## config.mk

```make
export PLATFORM = sky130hd
export DESIGN_NAME = indexed_deque
export DESIGN_NICKNAME = d
export VERILOG_FILES = /design/src/rtl/idq_pkg.sv /design/src/rtl/idq_cell.sv /design/src/rtl/indexed_deque.sv
export SDC_FILE = /design/constraint.sdc
export NUM_CORES = 2
export LEC_CHECK = 0
export ABC_AREA = 1
export BUFFER_PORTS_ARGS = -buffer_cell sky130_fd_sc_hd__buf_2
export CORE_ASPECT_RATIO = 0.5
export CORE_MARGIN = 5
export CORE_UTILIZATION = 35
export DETAILED_ROUTE_END_ITERATION = 10
export PLACE_DENSITY = 0.51
export SYNTH_ARGS = -nofsm -noshare
export SYNTH_HDL_FRONTEND = slang
export SYNTH_HIERARCHICAL = 1
export SYNTH_SLANG_ARGS = --single-unit
```

## constraint.sdc

```tcl
create_clock -name clk -period 19.13 [get_ports clk]
set_input_delay 1.913 -clock clk [delete_from_list [all_inputs] [get_ports clk]]
set_output_delay 1.913 -clock clk [all_outputs]
set_load 0.02 [all_outputs]
```

## src/rtl/idq_pkg.sv

```systemverilog
// ---------------------------------------------------------------------------
// idq_pkg
// types and constants shared by the indexed deque modules
// ---------------------------------------------------------------------------
package idq_pkg;

	localparam int DEPTH_DEF       = 16;
	localparam int VALUE_WIDTH_DEF = 32;

	localparam int MODE_W     = 3;
	localparam int IN_VALUE_W = 32;
	localparam int POS_W      = 4;
	localparam int DATA_W     = 32;
	localparam int STATUS_W   = 2;
	localparam int COUNT_W    = 5;
	localparam int S_TDATA_W  = 40;
	localparam int M_TDATA_W  = 40;

	typedef enum logic [MODE_W-1:0] {
		MODE_PUSH_FRONT = 3'd0,
		MODE_PUSH_BACK  = 3'd1,
		MODE_POP_FRONT  = 3'd2,
		MODE_POP_BACK   = 3'd3,
		MODE_REMOVE     = 3'd4,
		MODE_GET        = 3'd5,
		MODE_CONTAINS   = 3'd6,
		MODE_PEEK_BACK  = 3'd7
	} mode_t;

	typedef enum logic [STATUS_W-1:0] {
		ST_OK   = 2'd0,
		ST_MISS = 2'd1,
		ST_FULL = 2'd2
	} status_t;

	// per-request command broadcast to every cell
	typedef struct packed {
		logic shift_up;
		logic append;
		logic shift_down;
	} cell_cmd_t;

endpackage

```

## src/rtl/idq_cell.sv

```systemverilog
// ---------------------------------------------------------------------------
// idq_cell
// one slot of the deque chain: holds a value, moves it to or takes it from
// its neighbors, and compares it against the search key
// ---------------------------------------------------------------------------
module idq_cell #(
	parameter int VALUE_WIDTH = idq_pkg::VALUE_WIDTH_DEF,
	parameter int COUNT_WIDTH = 5,
	parameter int INDEX       = 0
) (
	input  logic                   clk,
	input  idq_pkg::cell_cmd_t     cmd,
	input  logic [COUNT_WIDTH-1:0] count,
	input  logic [COUNT_WIDTH-1:0] rm_index,
	input  logic [VALUE_WIDTH-1:0] key,
	input  logic [VALUE_WIDTH-1:0] lower,
	input  logic [VALUE_WIDTH-1:0] upper,
	output logic [VALUE_WIDTH-1:0] value,
	output logic                   match
);

	localparam logic [COUNT_WIDTH-1:0] MY_IDX = COUNT_WIDTH'(INDEX);

	logic [VALUE_WIDTH-1:0] value_q;
	logic [VALUE_WIDTH-1:0] value_d;

	always_comb begin
		value_d = value_q;
		if (cmd.shift_up) begin
			value_d = lower;
		end else if (cmd.append && (count == MY_IDX)) begin
			value_d = key;
		end else if (cmd.shift_down && (MY_IDX >= rm_index)) begin
			value_d = upper;
		end
	end

	always_ff @(posedge clk) begin
		value_q <= value_d;
	end

	assign value = value_q;
	assign match = (MY_IDX < count) && (value_q == key);

endmodule

```

## src/rtl/indexed_deque.sv

```systemverilog
// ---------------------------------------------------------------------------
// indexed_deque
// double-ended queue built as a chain of slot cells with indexed access
// ---------------------------------------------------------------------------
//  channel  | dir | fields (lsb first)
//  s_*      | in  | mode[2:0], value[34:3], position[38:35], zero[39]
//  m_*      | out | data_out[31:0], status[33:32], count[38:34], zero[39]
//
//  one request per cycle while the output is not stalled; its result is registered and shows in the next cycle
//  the slot chain shifts as a whole when a request is accepted, so remove and contains
//  cost no more than a push; the read mux and match or-tree set the path
//  a new request is taken whenever the result register is empty or drained
//  reset clears the count and the result valid flag, slot contents stay undefined
// ---------------------------------------------------------------------------
module indexed_deque #(
	parameter int DEPTH       = idq_pkg::DEPTH_DEF,
	parameter int VALUE_WIDTH = idq_pkg::VALUE_WIDTH_DEF
) (
	input  logic                          clk,
	input  logic                          arst_n,
	input  logic                          s_tvalid,
	output logic                          s_tready,
	input  logic [idq_pkg::S_TDATA_W-1:0] s_tdata,  // mode, value, position
	output logic                          m_tvalid,
	input  logic                          m_tready,
	output logic [idq_pkg::M_TDATA_W-1:0] m_tdata   // data_out, status, count
);

	localparam int CW = $clog2(DEPTH + 1);
	localparam int RW = (CW > idq_pkg::POS_W) ? CW : idq_pkg::POS_W;

	idq_pkg::mode_t                  mode;
	logic [idq_pkg::IN_VALUE_W-1:0]  value_in;
	logic [idq_pkg::POS_W-1:0]       pos;
	logic [VALUE_WIDTH+31:0]         key_ext;
	logic [VALUE_WIDTH-1:0]          key;

	logic                            accept;
	logic [CW-1:0]                   count_q;
	logic [CW-1:0]                   count_d;
	logic                            full;
	logic                            empty;
	logic                            pos_ok;
	logic [CW-1:0]                   back_idx;

	idq_pkg::cell_cmd_t              cmd;
	idq_pkg::cell_cmd_t              cell_cmd;
	logic [CW-1:0]                   rm_idx;
	logic [RW-1:0]                   rd_idx;
	logic                            take;
	idq_pkg::status_t                status;

	logic [VALUE_WIDTH-1:0]          cell_val [DEPTH];
	logic [DEPTH-1:0]                cell_match;
	logic                            any_match;
	logic [VALUE_WIDTH-1:0]          rd_val;
	logic [VALUE_WIDTH+31:0]         rd_ext;
	logic [idq_pkg::DATA_W-1:0]      data_d;

	logic                            m_valid_q;
	logic [idq_pkg::DATA_W-1:0]      m_data_q;
	idq_pkg::status_t                m_status_q;
	logic [idq_pkg::COUNT_W-1:0]     m_count_q;

	assign mode     = idq_pkg::mode_t'(s_tdata[2:0]);
	assign value_in = s_tdata[34:3];
	assign pos      = s_tdata[38:35];

	// stored values keep only VALUE_WIDTH bits
	assign key_ext = {{VALUE_WIDTH{1'b0}}, value_in};
	assign key     = key_ext[VALUE_WIDTH-1:0];

	assign s_tready = !m_valid_q || m_tready;
	assign accept   = s_tvalid && s_tready;

	assign full     = (count_q == CW'(DEPTH));
	assign empty    = (count_q == '0);
	assign pos_ok   = (RW'(pos) < RW'(count_q));
	assign back_idx = count_q - CW'(1);

	always_comb begin
		cmd     = '0;
		count_d = count_q;
		status  = idq_pkg::ST_OK;
		take    = 1'b0;
		rm_idx  = CW'(pos);
		rd_idx  = RW'(pos);
		unique case (mode)
			idq_pkg::MODE_PUSH_FRONT: begin
				if (full) begin
					status = idq_pkg::ST_FULL;
				end else begin
					cmd.shift_up = 1'b1;
					count_d      = count_q + CW'(1);
				end
			end
			idq_pkg::MODE_PUSH_BACK: begin
				if (full) begin
					status = idq_pkg::ST_FULL;
				end else begin
					cmd.append = 1'b1;
					count_d    = count_q + CW'(1);
				end
			end
			idq_pkg::MODE_POP_FRONT: begin
				rm_idx = '0;
				rd_idx = '0;
				if (empty) begin
					status = idq_pkg::ST_MISS;
				end else begin
					cmd.shift_down = 1'b1;
					take           = 1'b1;
					count_d        = back_idx;
				end
			end
			idq_pkg::MODE_POP_BACK: begin
				rd_idx = RW'(back_idx);
				if (empty) begin
					status = idq_pkg::ST_MISS;
				end else begin
					take    = 1'b1;
					count_d = back_idx;
				end
			end
			idq_pkg::MODE_REMOVE: begin
				if (pos_ok) begin
					cmd.shift_down = 1'b1;
					take           = 1'b1;
					count_d        = back_idx;
				end else begin
					status = idq_pkg::ST_MISS;
				end
			end
			idq_pkg::MODE_GET: begin
				if (pos_ok) begin
					take = 1'b1;
				end else begin
					status = idq_pkg::ST_MISS;
				end
			end
			idq_pkg::MODE_CONTAINS: begin
				status = any_match ? idq_pkg::ST_OK : idq_pkg::ST_MISS;
			end
			idq_pkg::MODE_PEEK_BACK: begin
				rd_idx = RW'(back_idx);
				if (empty) begin
					status = idq_pkg::ST_MISS;
				end else begin
					take = 1'b1;
				end
			end
		endcase
	end

	assign cell_cmd = accept ? cmd : '0;

	for (genvar i = 0; i < DEPTH; i++) begin : g_cell
		logic [VALUE_WIDTH-1:0] lower;
		logic [VALUE_WIDTH-1:0] upper;

		// cell 0 takes the new value on a front push, the last cell keeps its own
		if (i == 0) begin : g_first
			assign lower = key;
		end else begin : g_mid_lo
			assign lower = cell_val[i-1];
		end
		if (i == DEPTH - 1) begin : g_last
			assign upper = cell_val[i];
		end else begin : g_mid_hi
			assign upper = cell_val[i+1];
		end

		idq_cell #(
			.VALUE_WIDTH(VALUE_WIDTH),
			.COUNT_WIDTH(CW),
			.INDEX      (i)
		) u_cell (
			.clk     (clk),
			.cmd     (cell_cmd),
			.count   (count_q),
			.rm_index(rm_idx),
			.key     (key),
			.lower   (lower),
			.upper   (upper),
			.value   (cell_val[i]),
			.match   (cell_match[i])
		);
	end

	assign any_match = |cell_match;

	always_comb begin
		rd_val = '0;
		for (int i = 0; i < DEPTH; i++) begin
			if (RW'(i) == rd_idx) begin
				rd_val = cell_val[i];
			end
		end
	end

	assign rd_ext = {32'b0, rd_val};
	assign data_d = take ? rd_ext[31:0] : '0;

	always_ff @(posedge clk or negedge arst_n) begin
		if (!arst_n) begin
			count_q   <= '0;
			m_valid_q <= 1'b0;
		end else begin
			if (accept) begin
				count_q   <= count_d;
				m_valid_q <= 1'b1;
			end else if (m_tready) begin
				m_valid_q <= 1'b0;
			end
		end
	end

	always_ff @(posedge clk) begin
		if (accept) begin
			m_data_q   <= data_d;
			m_status_q <= status;
			m_count_q  <= idq_pkg::COUNT_W'(count_d);
		end
	end

	assign m_tvalid = m_valid_q;
	assign m_tdata  = {1'b0, m_count_q, m_status_q, m_data_q};

endmodule

```

Word level (Yosys, flattened, before mapping)
Cells that the tools add are included.

Add/sub/neg operators: 2. Magnitude comparators: 32. Equality and inequality tests: 54. Mux-type cells: 84. Reduce and logical (&&, ||, !) cells: 76.

Operators with widths (count): $mux W32 (63); $eq A32 B32 Y1 (16); $logic_and A1 B1 Y1 (48); $reduce_bool A3 Y1 (15); $eq A4 B5 Y1 const A (8); $eq A5 B4 Y1 const B (8); $lt A4 B5 Y1 const A (8); $ge A4 B4 Y1 const A (7); $eq A3 B5 Y1 const A (4); $eq A5 B3 Y1 const B (4); $lt A3 B5 Y1 const A (4); $ge A3 B4 Y1 const A (4); $reduce_or A16 Y1 (1); $mux W5 (3); $pmux W5 S3 (1); $eq A3 B3 Y1 const B (4); $eq A2 B5 Y1 const A (2); $eq A5 B2 Y1 const B (2); $logic_not A5 Y1 (2); $lt A1 B5 Y1 const A (2); $lt A2 B5 Y1 const A (2); $mux W1 (10); $pmux W5 S2 (1); $ge A1 B4 Y1 const A (2); other kinds (20) (27).

Flip-flop bits (word level): 557. Output and inout port bits: 42. Logic and storage cells: 269.

Depth between registers and ports, before layout
Depth after elaboration: 20. Gate-level depth with buffers: 20. Mapped depth without buffers: 19.

Hierarchy
Netlist, hierarchy kept.

By module, submodules not included: indexed_deque (instances 1, cells an instance 1104, area an instance 6198.4 µm², seq. area each 1321.3 µm²); idq_cell (g_cell[10].u_cell) (instances 1, cells an instance 328, area an instance 2652.5 µm², seq. area each 960.9 µm²); idq_cell (g_cell[0].u_cell) (instances 1, cells an instance 354, area an instance 2565.0 µm², seq. area each 960.9 µm²); idq_cell (g_cell[9].u_cell) (instances 1, cells an instance 360, area an instance 2463.6 µm², seq. area each 960.9 µm²); idq_cell (g_cell[1].u_cell) (instances 1, cells an instance 351, area an instance 2448.6 µm², seq. area each 960.9 µm²); idq_cell (g_cell[13].u_cell) (instances 1, cells an instance 333, area an instance 2416.1 µm², seq. area each 960.9 µm²); idq_cell (g_cell[6].u_cell) (instances 1, cells an instance 325, area an instance 2414.8 µm², seq. area each 960.9 µm²); idq_cell (g_cell[15].u_cell) (instances 1, cells an instance 324, area an instance 2399.8 µm², seq. area each 960.9 µm²); idq_cell (g_cell[5].u_cell) (instances 1, cells an instance 347, area an instance 2378.5 µm², seq. area each 960.9 µm²); idq_cell (g_cell[11].u_cell) (instances 1, cells an instance 355, area an instance 2362.3 µm², seq. area each 960.9 µm²); idq_cell (g_cell[7].u_cell) (instances 1, cells an instance 348, area an instance 2362.3 µm², seq. area each 960.9 µm²); idq_cell (g_cell[4].u_cell) (instances 1, cells an instance 346, area an instance 2349.8 µm², seq. area each 960.9 µm²); idq_cell (g_cell[2].u_cell) (instances 1, cells an instance 321, area an instance 2344.7 µm², seq. area each 960.9 µm²); idq_cell (g_cell[14].u_cell) (instances 1, cells an instance 323, area an instance 2308.5 µm², seq. area each 960.9 µm²); +3 rows.

Least setup slack after synthesis
OpenSTA, ideal clock, no wires.

Path kind: input -> register. From: in s_tdata[37] (netlist bit). To: reg g_cell[6].u_cell.value_q[0], enable pin. Library setup time: 533 ps. Data arrival time: 7208 ps. Path slack: 11389 ps. Stages on the path: 8. Buffers on the path: 0. Cell sequence: ha_1 -> a21oi_1 -> or2_2 -> nand3_1 -> nand3b_1 -> a21oi_1 -> nand2_1 -> o311ai_0.

RTL lines: start, declared (RTL line indexed_deque.sv:23) `input logic [idq_pkg::S_TDATA_W-1:0] s_tdata,`; end signal, assigned (RTL line idq_cell.sv:39) `value_q <= value_d;`; end, declared (RTL line idq_cell.sv:24) `logic [VALUE_WIDTH-1:0] value_q;`.

==> results.md <==
* Startpoint Class: primary input
* Pre-Repair DR Iteration Count at 6
* Gate Count Post-Synth at about 6500
* TritonCTS clock tree: done
* Die area at around 130000 sq um
* Post-CTS Resized at 0
* CTS H-Tree Depth at 3
* Data arrival time of the worst path at about 5.4 ns
* Combinational share of power at 0.293
* Met1 usage at 0.369
* Die Wd at just over 500 microns
* CP top delay family: simple AND/OR/NAND/NOR gates
* Fillers at ~14000
* IO Pins at 86
* Clock latency on the worst-skew pair at about 0.66 ns
* Count of different cell masters after synthesis at 54
* Fin. Hold Viols at 0
* Place WS at about 13 ns
* Met3 Use GR at 0.0308
* # placed instances at around 8000
* Initial antenna violation count at 3
* Relative slew margins at 0.238
* Num CTS Buffers at just under 70
* Setup slack after layout at roughly 14 ns
* Final ANT Viol Nets at 0
* Cell Pwr Density at roughly 83 nW/um^2
* Seq/Total Area, Yosys at 0.375
* Routed len/inst at 20.8 microns
* Detailed-placement wirelength estimate at 124000 microns
* Syn_area_per_cell at slightly below 7 sq um
* Buf/Inv on CP at 3
* Vias in the first global route at ~37000
* Setup Fix Bufs, Post-CTS at 0
* Die height at 262 microns
* Critical path capture point type: flip-flop
* Clock transition at path regs at around 0.060 ns
* Max Cap Violations at 0
* Final Slew Violations at 0
* CP Class: in -> reg
* Yosys warning total at 6
* CTS Buffer Depth at 3
* Finished Core Util at 0.381
* Gr usage total at 0.247
* Critical path fanouts, max at 33
* Post-synth EDFFs at about 550
* Synth top area share at 0.372
* Synth area leaders: edfxtp_1 37%, nand2_1 19%, inv_1 7.1%
* Finished Cell Area at ~48000 sq um
* First-pass GRT wire length at around 250000 microns
* Synth area leader: edfxtp_1
* Most numerous cell in the Yosys netlist: nand2_1
* Seq pwr share at 0.381
* Core area at between 100000 and 150000 sq um
* CTS root buf: clkbuf_16
* Clock skew at approximately 0.029 ns
* Worst VDD drop at approximately 0.063 mV
* Synth Flop Type: edfxtp_1
* Vias/cell at 5.06
* Status: complete, no violations
* Via Count at between 40000 and 50000
* Slowest CP cell: buf_4
* TNS Setup at 0 ns
* Most Used Layer, Global Route: met2
* Fmax at around 200 MHz
* Nets at approximately 6500
* Initial Util at 0.353
* Worst path cell trace: buf_2 > nor2_1 > nand2_1 > nor3_2 > buf_4 > nand2_1 > nor2_8 > nand3_4 > nand3_1 > buf_4
* Area delta synth->final at 8.14%
* Synthesized area at about 44000 sq um
* Sink Count at roughly 560
* DRC errors left at 0
* Clock power share at 0.326
* Min Tclk post-route at between 5 and 6 ns
* Sw Pwr at between 1.5 and 2 mW
* Initial DRC Count at just under 5000
* Fin cells at 8209
* Fin crit share at 0.264
* Post-synth top cells: 2273 x nand2_1, 846 x inv_1, 802 x nor2_1
* Critical Path RT at 19.43 ns
* Type of the most critical hold path: reg -> reg
* ANT cells at 0
* Routed WL at 171000 microns
* P_leak at between 20 and 25 nW
* Hold-fix buffers, CTS at 0
* Post-place instance area at between 40000 and 50000 sq um
* Net Sw Frac at 0.385
* Gr ovfl total at 0
* Share of post-route cells with drive strength above 1 at 0.104
* Worst slew pin tran at between 1 and 1.5 ns
* Core Rows at approximately 90
* FFs w/ async S/R, synth at 0.0108
* RSZ-0062 raised after global routing: false
* Largest net degree at the start of global routing at 167
* GR Layer Usage met2 at 0.371
* GP Congestion at just over 0.9
* # setup viols final at 0
* Max incr delay on CP at around 0.50 ns
* I/O Buffers at 83
* Synthesized flop and latch total at roughly 560
* Internal power at around 2.5 mW
area by class of cell:
class                   instances  area, sq um  share of cell area
clock buffers                  88         1880              0.0391
clock inverters                33          219             0.00455
inverters                     870         3270              0.0680
multi-input cells            4784        22700               0.473
flip-flops and latches        557        16700               0.347
well taps                    1692         2120              0.0440
repair buffers                185         1190              0.0248
cells in the final DEF, fill, tap and decap left out, types with 7 or more instances in the layout:
cell type	netlist	final
o21ai_2	46	46
nand2_2	79	79
nand4_1	191	191
clkbuf_1	80	15
inv_2	19	25
nor2_4	11	12
clkbuf_16	0	73
o211ai_2	29	29
nor2_2	17	23
buf_2	100	83
nand3_4	7	7
o21ai_0	119	119
o21ai_1	239	239
nand3_2	7	10
a21oi_2	137	137
conb_1	1	17
buf_4	7	101
inv_1	846	840
nand3_1	103	100
or2_1	21	21
xor2_1	29	29
a21oi_1	292	292
clkinv_1	1	21
nor2_1	802	795
nand2_1	2273	2273
o211ai_1	13	13
or2_0	23	23
or2_2	19	19
clkinv_2	2	11
edfxtp_1	551	551
xnor2_1	142	142
a31oi_1	125	125
final timing paths:
check | start | to | slack (ns) | cells after the start
min in group asynchronous | arst_n | count_q[3] | 1.07 | 1
worst min register to register | m_tvalid | m_tvalid | 0.53 | 2
max in group asynchronous | arst_n | count_q[2] | 17.89 | 1
worst max-delay path | s_tdata[1] | g_cell[13].u_cell/value[5] | 14.08 | 10
worst max register to register | count_q[0] | g_cell[13].u_cell/value[5] | 14.09 | 14
worst min-delay path | m_tvalid | m_tvalid | 0.53 | 2
power by group through the flow:
stage	combinational, mW	clock [mW]	sequential, mW
floorplan	0.629	0	1.57
global placement	1.14	0	1.55
detailed placement	1.14	0	1.55
CTS	1.15	1.33	1.53
global route	1.26	1.38	1.54
finish	1.17	1.31	1.53
flip-flops by register name (all words and copies together) (netlist names):
signal,count
g_cell.u_cell/value,512
m_data_q,32
count_q,5
m_count_q,5
m_status_q,2
m_tvalid,1
cell families (layout without fill, tap and decap cells):
| kind of cell | after synthesis | count (layout) | synth area share |
|---|---|---|---|
| AO/OA/AOI/OAI | 1008 | 1008 | 0.139 |
| XOR/XNOR | 171 | 171 | 0.0337 |
| adder cells (fa/ha/maj) | 6 | 6 | 0.00169 |
| buffers and inverters | 1160 | 1176 | 0.117 |
| flip-flops | 557 | 557 | 0.375 |
| other | 1 | 17 | 0.0000843 |
| AND/OR/NAND/NOR | 3582 | 3582 | 0.334 |
per-layer routing:
layer	routed length, microns	up-vias
met5	47	-
met4	5620	6
met3	11700	222
met2	71300	1518
met1	82100	19100
li1	-	20700
worst reg2reg max path, cell delays in order, from the launching register on:
cell and delay, ns:
dfrtp_1 0.32, buf_4 0.52, inv_1 0.34, ha_1 0.28, nand2_1 0.10, nor2_1 0.09, inv_1 0.09, nand2_1 0.17
nor3_2 0.23, buf_4 0.51, nand2_1 0.29, nor2_8 0.47, nand3_4 0.50, nand3_1 0.34, buf_4 0.43
stage by stage:
step | power [mW] | hold WS, ns
after floorplan | 2.20 | 0.544
after global placement | 2.69 | 0.505
after detailed placement | 2.69 | 0.515
after CTS | 4.00 | 0.527
after global routing | 4.17 | 0.573
final | 4.00 | 0.529
(Power assumes the default switching activity.)
